File: config.mk
export PLATFORM = sky130hd
export DESIGN_NAME = fsps_ram
export DESIGN_NICKNAME = d
export VERILOG_FILES = /design/src/design/fsps_ram.sv
export SDC_FILE = /design/constraint.sdc
export NUM_CORES = 1
export LEC_CHECK = 0
export BUFFER_PORTS_ARGS = -buffer_cell sky130_fd_sc_hd__buf_2
export CORE_MARGIN = 5
export CORE_UTILIZATION = 28
export DETAILED_ROUTE_END_ITERATION = 8
export GPL_ROUTABILITY_DRIVEN = 0
export PLACE_DENSITY = 0.41
export SETUP_SLACK_MARGIN = 0.2
export SYNTH_ARGS = -nofsm -noshare
export SYNTH_HDL_FRONTEND = slang
export SYNTH_SLANG_ARGS = --single-unit
File: constraint.sdc
create_clock -name clk -period 1.97 [get_ports clk]
set_input_delay 0.0985 -clock clk [delete_from_list [all_inputs] [get_ports clk]]
set_output_delay 0.0985 -clock clk [all_outputs]
set_load 0.02 [all_outputs]
File: src/design/fsps_ram.sv
// Generic single-write, single-read RAM with registered read data.
// Depends on nothing.
module fsps_ram #(
  parameter int WIDTH = 8,
  parameter int DEPTH = 64
) (
  input  logic                     clk,
  input  logic                     we,
  input  logic [$clog2(DEPTH)-1:0] waddr,
  input  logic [WIDTH-1:0]         wdata,
  input  logic                     re,
  input  logic [$clog2(DEPTH)-1:0] raddr,
  output logic [WIDTH-1:0]         rdata
);

  logic [WIDTH-1:0] mem [DEPTH];

  always_ff @(posedge clk) begin
    if (we) mem[waddr] <= wdata;
    if (re) rdata <= mem[raddr];
  end

endmodule

==> impl_metrics.csv <==
group,metric,value,unit
layout,fill_cells,6758,
drt,wirelength,53300,um
global_routing,grt.overflow.total,0,
global_routing,antenna_found_initial,4,
synthesis,syn-instance-count,940,
global_routing,grt_max_degree,65,
sta,setup_ws,-0.0846,ns
sta,rsz0062_at_grt,"true",
clocking,cts.sinks,520,
synthesis,synth_largest_type_area_fraction,0.771,
sta,finalSetupViolCount,4,
clocking,post-cts-setup-buffers,0,
global_routing,grt_pass1_vias,10700,
synthesis,syn_nets,963,
critical_path,slowest_stage,"mux4_2",
sta,fin_crit,2.05,ns
power,p_per_area,959,nW/um2
sta,slew_viol_final,0,
synthesis,avgSynthCellArea,21.5,um2
power,p_leak,7.94,nW
critical_path,critPathMaxFanout,1,
synthesis,yosys.area.top_type,"edfxtp_1",
critical_path,path_delay_family,"multiplexers",
placed_design,dp.cells,2038,
clocking,htree_levels,2,
critical_path,crit_required,2.31,ns
layout,multi_input_area,4420,um2
layout,drive_gt1_frac,0.361,
floorplan,start_util,0.283,
layout,nets,1174,
critical_path,regToRegSetupSlack,-0.08,ns
layout,instances_no_fill,2150,
critical_path,path_depth,6,
power,total_power,23.7,mW
clocking,worst_skew_pair.late_latency,0.60,ns
clocking,clockBufferDepth,3,
floorplan,dieArea,77800,um2
critical_path,cpPeakStageDelay,0.48,ns
sta,fmax,0.487,GHz
global_routing,grt_pass1_wl,77900,um
sta,hold_violations,0,
clocking,cts_buffers,56,
synthesis,ys_seq_area_frac,0.771,
sta,tightest_slew,1.15,ns
placed_design,io_buffers,30,
synthesis,ys.warnings.count,0,
drt,drc,0,
layout,final_cell_mix,"520 x edfxtp_1, 148 x buf_4, 126 x mux4_2, 80 x nor2_1, 56 x clkbuf_16",
drt,first_pass_iters,5,
critical_path,reg2reg_depth,6,
job,drv_cap,0,
synthesis,ys.flop_type,"edfxtp_1",
synthesis,async_flop_share,0,
layout,register_area,15600,um2
sta,timing.final.crit_share,1.04,
synthesis,synth_cell_types,39,
global_routing,track_usage,0.137,
sta,slew_headroom,0.231,
clocking,clkTransAtPathRegs,0.06,ns
floorplan,pin_count,31,
synthesis,synth_edf_count,520,
worst_hold_path,min_path_type,"input port to register",
synthesis,ys_top_cells_by_area,"edfxtp_1 77%, mux4_2 14%, nor2_1 1.5%, mux2i_1 1.1%, mux2_2 0.72%",
synthesis,syn_area,20200,um2
placed_design,dp_hpwl,34700,um
run_status,status,"complete, but fails checks",
clocking,cts_tree,"built",
critical_path,path_cells,"mux4_2 -> mux2_4 -> o221a_4 -> nor3_4 -> buf_6 -> o32ai_2",
drt,num_vias,9994,
sta,final.setup.tns,-0.183,ns
clocking,clock-root-buffer,"clkbuf_16",
run_status,failed_checks,"setup timing",
drt,routedWlPerCell,24.8,um
drt,avgViaCountPerCell,4.65,
drt,drtAntennaViolNets,0,
layout,areaGrowthSynthToFinish,22.1,%
critical_path,critPathKind,"register to register",
floorplan,num_rows,98,
power,ir_drop,604,uV
critical_path,cp.arrival,2.39,ns
critical_path,start_kind,"register",
critical_path,path_buf_inv,1,
critical_path,cp-end-kind,"register",
floorplan,die_y,279,um
floorplan,die_width,279,um
floorplan,coreArea,71600,um2
layout,mostFrequentLayoutCell,"edfxtp_1",
sta,fin_skew,0.0164,ns
synthesis,ys_ff_latch,520,
worst_hold_path,min_path_cells,2,
drt,drtIter0Drc,746,
[logic make-up (layout without fill, tap and decap cells)]
group,after synthesis,after routing,synth area share
mux,162,162,0.159
compound gates,54,54,0.0206
buf+inv,51,309,0.0156
flops,520,520,0.771
other cells,0,2,0
simple gates,153,153,0.0337
[repair_timing]
action                                  4_1_cts  5_1_grt
hold buffers                                  5        0
endpoints found under the setup margin        8        8
pin swaps                                     2        3
gates cloned                                  0        0
endpoints found under the hold margin        81        0
gates resized for setup                      12        4
[synth_stat cells, drive strengths merged, types with 3 or more instances]
cell     count
o21ai        4
o22ai        8
clkbuf      17
o2bb2ai      3
mux2i       23
mux2        13
o2111ai      3
o221ai       8
mux4       126
nor2b       14
nor3         7
buf         34
nor2        83
nand2       19
a22oi        3
edfxtp     520
a221oi       6
a21oi        3
nand2b       7
nand3       13
a211oi       4
nand3b       3
[where the power goes]
group / switching, mW / leakage, nW / internal [mW]
logic: 0.823 / 2.41 / 0.616
registers: 0.0334 / 4.69 / 12.3
clock network: 4.34 / 0.844 / 5.63
total: 5.19 / 7.94 / 18.5
[registers in the layout, indices dropped and copies added (netlist names)]
register  flops
rdata         8
mem         512
[layer usage]
| metal | track usage | routed length [um] |
|---|---|---|
| met2 | 0.221 | 25500 |
| met3 | 0.0224 | 1990 |
| met4 | 0.0302 | 918 |
| met1 | 0.196 | 24900 |
| met5 | 0 | 13 |
[layout make-up]
cell class	count	area share
clock buffer	67	0.0583
clock inverter	38	0.0119
antenna	2	0.000202
timing repair buffer	204	0.0713
multi-input combinational	369	0.179
sequential	520	0.631
tap	950	0.0481
[worst paths after layout]
path	from	to
hold / removal	wdata[6]	mem[40][6]
hold reg to reg	mem[26][4]	rdata[4]
setup reg to reg	mem[24][6]	rdata[6]
setup / recovery	mem[24][6]	rdata[6]
[per-stage QoR]
step	hold WS [ns]	utilization	setup slack (ns)	area (um2)
after floorplan	0.197	-	0.182	20300
after global placement	0.490	0.319	-0.522	22900
after detailed placement	0.487	0.319	-0.450	22900
after CTS	0.000129	0.345	-0.114	24700
after global routing	0.00732	0.345	-0.173	24700
final	0.0289	0.345	-0.0846	24700
Note: power is estimated with default switching activity, not from simulation.
