### config.mk
export PLATFORM = sky130hd
export DESIGN_NAME = fsps_div
export DESIGN_NICKNAME = d
export VERILOG_FILES = /design/src/design/fsps_div.sv
export SDC_FILE = /design/constraint.sdc
export NUM_CORES = 1
export LEC_CHECK = 0
export BUFFER_PORTS_ARGS = -buffer_cell sky130_fd_sc_hd__buf_2
export CAP_MARGIN = 20
export CORE_ASPECT_RATIO = 1.5
export CORE_MARGIN = 4
export CORE_UTILIZATION = 50
export CTS_BUF_LIST = sky130_fd_sc_hd__clkbuf_16
export DETAILED_ROUTE_END_ITERATION = 10
export GPL_TIMING_DRIVEN = 0
export PLACE_DENSITY_LB_ADDON = 0.25
export SYNTH_ARGS = -nofsm -noshare
export SYNTH_HDL_FRONTEND = slang
export SYNTH_SLANG_ARGS = --single-unit
export TNS_END_PERCENT = 5
### constraint.sdc
create_clock -name clk -period 10.7 [get_ports clk]
set_input_delay 1.07 -clock clk [delete_from_list [all_inputs] [get_ports clk]]
set_output_delay 1.07 -clock clk [all_outputs]
set_load 0.005 [all_outputs]
### src/design/fsps_div.sv
// Restoring divider, one quotient bit per cycle.
// Depends on nothing; shared by timeslice and wake-up computations.
module fsps_div #(
  parameter int NW = 38,
  parameter int DW = 25
) (
  input  logic          clk,
  input  logic          rst,
  input  logic          start,
  input  logic [NW-1:0] dividend,
  input  logic [DW-1:0] divisor,
  output logic          busy,
  output logic          done,
  output logic [NW-1:0] quotient
);

  localparam int CNW = $clog2(NW + 1);

  logic [DW-1:0]  rem;
  logic [DW-1:0]  dvs;
  logic [CNW-1:0] cnt;
  logic [DW:0]    sh;

  assign sh = {rem, quotient[NW-1]};

  always_ff @(posedge clk) begin
    if (rst) begin
      busy <= 1'b0;
      done <= 1'b0;
      cnt  <= '0;
    end else begin
      done <= 1'b0;
      if (start) begin
        busy     <= 1'b1;
        cnt      <= CNW'(NW);
        rem      <= '0;
        dvs      <= divisor;
        quotient <= dividend;
      end else if (busy) begin
        if (sh >= {1'b0, dvs}) begin
          rem      <= DW'(sh - {1'b0, dvs});
          quotient <= {quotient[NW-2:0], 1'b1};
        end else begin
          rem      <= sh[DW-1:0];
          quotient <= {quotient[NW-2:0], 1'b0};
        end
        cnt <= cnt - 1'b1;
        if (cnt == CNW'(1)) begin
          busy <= 1'b0;
          done <= 1'b1;
        end
      end
    end
  end

endmodule

==> results of run 1 <==
-- power breakdown --
| group | switching [mW] | internal, mW |
|---|---|---|
| logic | 0.154 | 0.112 |
| clock network | 0.152 | 0.163 |
| registers | 0.0149 | 0.448 |
-- per-stage QoR --
step,setup slack (ps),instances,power (mW)
after global routing,7410,737,1.10
final,7630,737,1.04
after detailed placement,7410,721,0.734
after floorplan,5940,470,0.658
after CTS,7650,737,1.05
after global placement,4270,718,0.724
-- state kept, by name, indices dropped and copies added (netlist names) --
register / flops
rem: 25
busy: 1
quotient: 38
done: 1
cnt: 6
dvs: 25
-- cell usage in the layout (no fill, tap or decap), types with 3 or more instances in the layout --
| cell type | instances |
|---|---|
| a31oi_1 | 3 |
| a21o_1 | 6 |
| or2_2 | 3 |
| nor3_1 | 7 |
| clkbuf_1 | 6 |
| nand4_1 | 9 |
| nand3_1 | 6 |
| nor2_1 | 38 |
| a21boi_0 | 3 |
| o21a_1 | 3 |
| xor2_1 | 8 |
| mux2_2 | 37 |
| nor4_1 | 3 |
| ha_1 | 27 |
| o211ai_1 | 7 |
| a21oi_1 | 38 |
| clkbuf_16 | 9 |
| buf_2 | 114 |
| dfxtp_1 | 8 |
| o21ai_1 | 5 |
| inv_1 | 37 |
| nand2_1 | 27 |
| nand2b_1 | 8 |
| edfxtp_1 | 88 |
| xnor2_1 | 12 |
| a211oi_1 | 8 |
| or3_1 | 3 |
| nand3b_1 | 3 |
| o21ai_0 | 9 |
| buf_1 | 4 |
| mux2i_1 | 7 |
-- synth_stat cells (all sizes together) (3+ instances only) --
cell    number
or3          3
nor4         3
nand2b       8
nand3        6
xnor2       12
a21boi       3
nand2       27
ha          27
clkbuf       6
mux2        37
buf         16
dfxtp        8
a31oi        3
a21oi       38
xor2         8
nor3         7
edfxtp      88
and2         4
o211ai       8
or2          3
nor2        40
a21o         6
a211oi      10
nand4       10
nand3b       3
inv         37
o21a         3
mux2i        7
o21ai       15
-- layout make-up --
type / count / area, sq um
buffer: 22 / 103
clock inverter: 7 / 61.3
inverter: 37 / 141
multi-input combinational: 315 / 2310
timing repair buffer: 107 / 576
clock buffer: 9 / 225
sequential: 96 / 2800
tap: 144 / 180
fill: 869 / 4130
-- layer usage --
layer	vias to the layer above	track usage, %
met3	26	6.24
li1	1974	-
met5	-	0
met4	0	9.59
met2	154	37.1
met1	1988	22.4
-- critical path: stages, from the launching register on --
cell and delay, ps:
edfxtp_1 420, inv_1 80, ha_1 160, inv_1 50, fa_1 410, a21oi_1 220
o2bb2ai_1 130, o211ai_2 320, o22ai_2 170, o21ai_4 220, buf_2 300, nor2_1 130
a21oi_1 140, nor2_1 60
-- path summary, 6_finish.rpt --
path	cells past startpoint	end	from
setup / recovery	13	rem[18]	quotient[37]
hold reg to reg	1	quotient[10]	quotient[9]
hold / removal	1	quotient[10]	quotient[9]
setup reg to reg	13	rem[18]	quotient[37]
-- cell families (layout without fill, tap and decap cells) --
family | Yosys count | after routing
AOI/OAI and AO/OA | 103 | 103
xor gates and xnor gates | 20 | 20
adders and majority gates | 28 | 28
buffers and inverters | 59 | 182
DFF | 96 | 96
muxes | 44 | 44
and+or+nand+nor | 120 | 120
==> run_results.csv, run 1 <==
group,metric,value,unit
worst_hold_path,hold_class,"reg2reg",
yosys,synth_flop_cell,"edfxtp_1",
drt,wl_met2,6410,microns
drt,routed_wl,12400,microns
yosys,synth.avg_cell_area,11.4,sq um
power_and_ir_drop,vdd_drop_max,0.109,mV
floorplan,die_w,92.4,microns
power_and_ir_drop,power_density,163,nW/um^2
layout,num-nets-final,682,
yosys,syn_inst,470,
sta,setup_violations,0,
yosys,synth_xor_area_share,3.28,%
power_and_ir_drop,p_leak,2.64,nW
placed_design,io_buffer_count,104,
yosys,synth_top_area_share,49.4,%
clock_tree,cts-resized-gates,0,
clock_tree,cts.path.max_buffers,2,
sta,slew_headroom,48.7,%
critical_path,worstPathRequired,10770,ps
yosys,async_flop_share,0,%
layout,drive_gt1_share,31.0,%
drt,wl_met3,974,microns
layout,fin_util,60.8,%
outcome,outcome,"finished clean",
yosys,synth-seq-cells,96,
sta,whs,579,ps
clock_tree,cts_max_level,3,
clock_tree,insertion_delay,350,ps
job,maxCapViolCount,0,
sta,setup-tns-final,0,ps
layout,num_antenna_cells,0,
drt,m1WireLength,4740,microns
yosys,netlist_top_cells_area,"edfxtp_1 49%, mux2_2 7.8%, ha_1 6.3%",
global_route,grt_max_degree,30,
floorplan,die_h,135,microns
clock_tree,cts_tree,"built",
clock_tree,cts_hold_buf,0,
layout,stdcell_area,6400,sq um
placed_design,gp_congestion,0.954,
clock_tree,cts_buffers,9,
sta,hold_violations,0,
yosys,synth_warnings,0,
global_route,overflow,0,
yosys,synth_area,5350,sq um
yosys,ys_types,57,
critical_path,arrival,3140,ps
global_route,grt_pass1_vias,4412,
yosys,synth_mux_area_share,9.10,%
critical_path,setup.worst_path.end_class,"register",
critical_path,r2r_slack,7630,ps
global_route,track_usage,20.8,%
floorplan,io_pins,106,
yosys,synth-simple-area-share,11.0,%
placed_design,dpl.hpwl,9230,microns
sta,fin_skew,9.14,ps
drt,dr.max_layer_used,"met4",
drt,routedWlPerCell,16.8,microns
drt,remaining_drc_errors,0,
yosys,synth_top_family_by_area,"compound AO/OA/AOI/OAI gates",
floorplan,coreArea,10500,sq um
yosys,synth_edf_count,88,
global_route,grt_antenna_before_repair,0,
yosys,synth_compound_area_share,13.0,%
clock_tree,cts_setup_buffers,0,
sta,layout_min_cycle_time,3070,ps
sta,drv_slew,0,
clock_tree,clk_pin_slew,70,ps
drt,vias,4142,
sta,max_freq,326,MHz
sta,worstMarginPinSlew,769,ps
critical_path,worstSetupPathType,"reg2reg",
sta,timing.final.crit_share,28.7,%
critical_path,cp_max_fo,10,
floorplan,dieArea,12400,sq um
drt,dr.pass1.iters,4,
drt,ant_nets,0,
global_route,grt_pass1_wl,20600,microns
clock_tree,cts.sinks,96,
critical_path,worstSetupStartpointType,"register",
yosys,synthAdderAreaFrac,6.69,%
floorplan,start_util,50.8,%
yosys,synth.yosys.seq_area_share,52.4,%
sta,rsz0062_at_grt,"false",
placed_design,dpl_cell_area,6110,sq um
clock_tree,root_buffer,"clkbuf_16",
yosys,synth_nets,564,
drt,vias_per_cell,5.62,
drt,drt_iter0_markers,161,
floorplan,row_count,46,
yosys,synth_top_cell_by_area,"edfxtp_1",
layout,areaGrowthSynthToFinish,19.7,%
No activity file was read; power rests on OpenSTA's default activity.
==> run 2, diff against run 1 <==
==> constraint.sdc (replaced) <==
create_clock -name clk -period 3.08 [get_ports clk]
set_input_delay 0.308 -clock clk [delete_from_list [all_inputs] [get_ports clk]]
set_output_delay 0.308 -clock clk [all_outputs]
set_load 0.005 [all_outputs]
==> run_results.csv, run 2 (synthesized netlist as in run 1, its figures left out) <==
group,metric,value,unit
outcome,outcome,"finished clean",
floorplan,row_count,46,
sta,max_freq,338,MHz
clock_tree,cts_tree,"built",
global_route,overflow,0,
critical_path,worstPathRequired,3150,ps
worst_hold_path,worstHoldPathCells,1,
layout,reg_top3,"quotient (38), dvs (25), rem (25)",
global_route,grt_antenna_before_repair,0,
sta,drv_slew,0,
sta,timing.final.crit_share,96.2,%
layout,layout_common_cells,"114 x buf_2, 88 x edfxtp_1, 38 x nor2_1, 37 x mux2_2, 37 x a21oi_1",
drt,dr.pass1.iters,5,
floorplan,die_w,92.4,microns
sta,hold_violations,0,
sta,setup_violations,0,
sta,worstMarginPinSlew,748,ps
placed_design,gp_congestion,0.936,
layout,largest_reg_flops,38,
critical_path,worstSetupPathType,"reg2reg",
sta,fin_skew,5.83,ps
global_route,track_usage,20.3,%
layout,num-nets-final,683,
clock_tree,cts_hold_buf,0,
job,maxCapViolCount,0,
critical_path,r2r_slack,120,ps
global_route,grt_max_degree,31,
floorplan,io_pins,106,
sta,slew_headroom,50.1,%
floorplan,coreArea,10500,sq um
clock_tree,cts_buffers,9,
drt,routed_wl,12400,microns
layout,fin_util,61.1,%
drt,remaining_drc_errors,0,
drt,vias,4078,
sta,rsz0062_at_grt,"true",
floorplan,start_util,50.8,%
placed_design,dpl.hpwl,9280,microns
sta,layout_setup_ws,118,ps
power_and_ir_drop,power_density,578,nW/um^2
clock_tree,root_buffer,"clkbuf_16",
drt,ant_nets,0,
critical_path,rr_worst_depth,13,
critical_path,slowest_stage,"edfxtp_1",
worst_hold_path,hp-start,"divisor[18]",
layout,num_antenna_cells,0,
clock_tree,insertion_delay,350,ps
power_and_ir_drop,vdd_drop_max,0.329,mV
critical_path,setup.worst_path.start,"quotient[37]",
floorplan,dieArea,12400,sq um
layout,layout_commonest_cell,"buf_2",
critical_path,max_stage_delay,410,ps
sta,layout_min_cycle_time,2960,ps
critical_path,worstSetupStartpointType,"register",
critical_path,cp_max_fo,10,
drt,routedWlPerCell,16.8,microns
placed_design,io_buffer_count,104,
clock_tree,cts.path.max_buffers,2,
clock_tree,clk_pin_slew,70,ps
clock_tree,cts.sinks,96,
layout,areaGrowthSynthToFinish,20.4,%
critical_path,r2r-start,"quotient[37]",
critical_path,path_cells,"inv_1 > ha_1 > inv_1 > fa_1 > a21oi_2 > o2bb2ai_1 > o211ai_2 > o22ai_2 > o21ai_4 > buf_2 > nor2_1 > a21oi_1 > nor2_1",
worst_hold_path,hold_class,"in2reg",
global_route,grt_pass1_wl,20200,microns
drt,vias_per_cell,5.53,
sta,setup-tns-final,0,ps
power_and_ir_drop,p_leak,2.66,nW
critical_path,setup.worst_path.end_class,"register",
critical_path,reg2reg_to,"rem[18]",
layout,top_register,"quotient",
worst_hold_path,hold-path-endpoint,"dvs[18]",
floorplan,die_h,135,microns
layout,drive_gt1_share,31.3,%
critical_path,arrival,3040,ps
global_route,grt_pass1_vias,4348,
placed_design,dp_slack,91.5,ps
sta,whs,129,ps
clock_tree,cts_max_level,3,
drt,drt_iter0_markers,210,
-- run 2: cell types whose count changed in the layout (fill, tap and decap cells not counted) --
cell and change:
clkinv_4 -2, inv_6 +1, buf_16 +1, buf_4 +1, a21oi_1 -1, clkinv_1 +1
a21oi_2 +1, bufinv_16 +1, buf_12 -1, inv_1 -1
-- run 2: worst max path at each step --
stage / end / slack [ps] / depth (start not counted)
floorplan: quotient[0] / 130 / 4
global placement: quotient[12] / -1070 / 5
detailed placement: rem[18] / 90 / 13
CTS: rem[18] / 50 / 13
global route: rem[23] / -50 / 13
finish: rem[18] / 120 / 13
-- run 2: stage by stage --
| step | instances | instance area, sq um | total power, mW |
|---|---|---|---|
| floorplan | 470 | 5350 | 2.28 |
| global placement | 718 | 6050 | 2.51 |
| detailed placement | 721 | 6120 | 2.55 |
| CTS | 737 | 6430 | 3.74 |
| global route | 738 | 6440 | 3.90 |
| finish | 738 | 6440 | 3.72 |
-- run 2: repair_timing --
action                     in CTS  in global routing
resized for setup               0                  1
setup buffers                   0                  1
setup endpoints to repair       0                 21
hold endpoints to repair        0                  0
-- run 2: critical path: cells and delay by family, from the launching register on --
| kind | cells | cell delay, ps |
|---|---|---|
| AND/OR/NAND/NOR | 2 | 170 |
| AO/OA/AOI/OAI | 6 | 1110 |
| flip-flops | 1 | 410 |
| adder cells (fa/ha/maj) | 2 | 560 |
| buffers and inverters | 3 | 430 |
-- run 2: area by class of cell --
cell class / instances / area, sq um
buffer: 22 / 103
inverter: 37 / 141
tap: 144 / 180
clock inverter: 7 / 82.6
multi-input combinational: 315 / 2310
sequential: 96 / 2800
clock buffer: 9 / 225
timing repair buffer: 108 / 591
fill: 847 / 4090
-- run 2: layer usage --
metal / global-route usage, % / share of wire [%] / up-vias
met5: 0 / 0 / -
met4: 9.42 / 3.0 / 0
met3: 5.30 / 7.0 / 28
met2: 35.4 / 50 / 160
met1: 23.1 / 40 / 1928
li1: - / - / 1962
-- run 2: power breakdown --
part	switching (mW)	total, mW	internal (mW)
clock network	0.534	1.18	0.648
registers	0.0526	1.61	1.56
logic	0.536	0.930	0.394
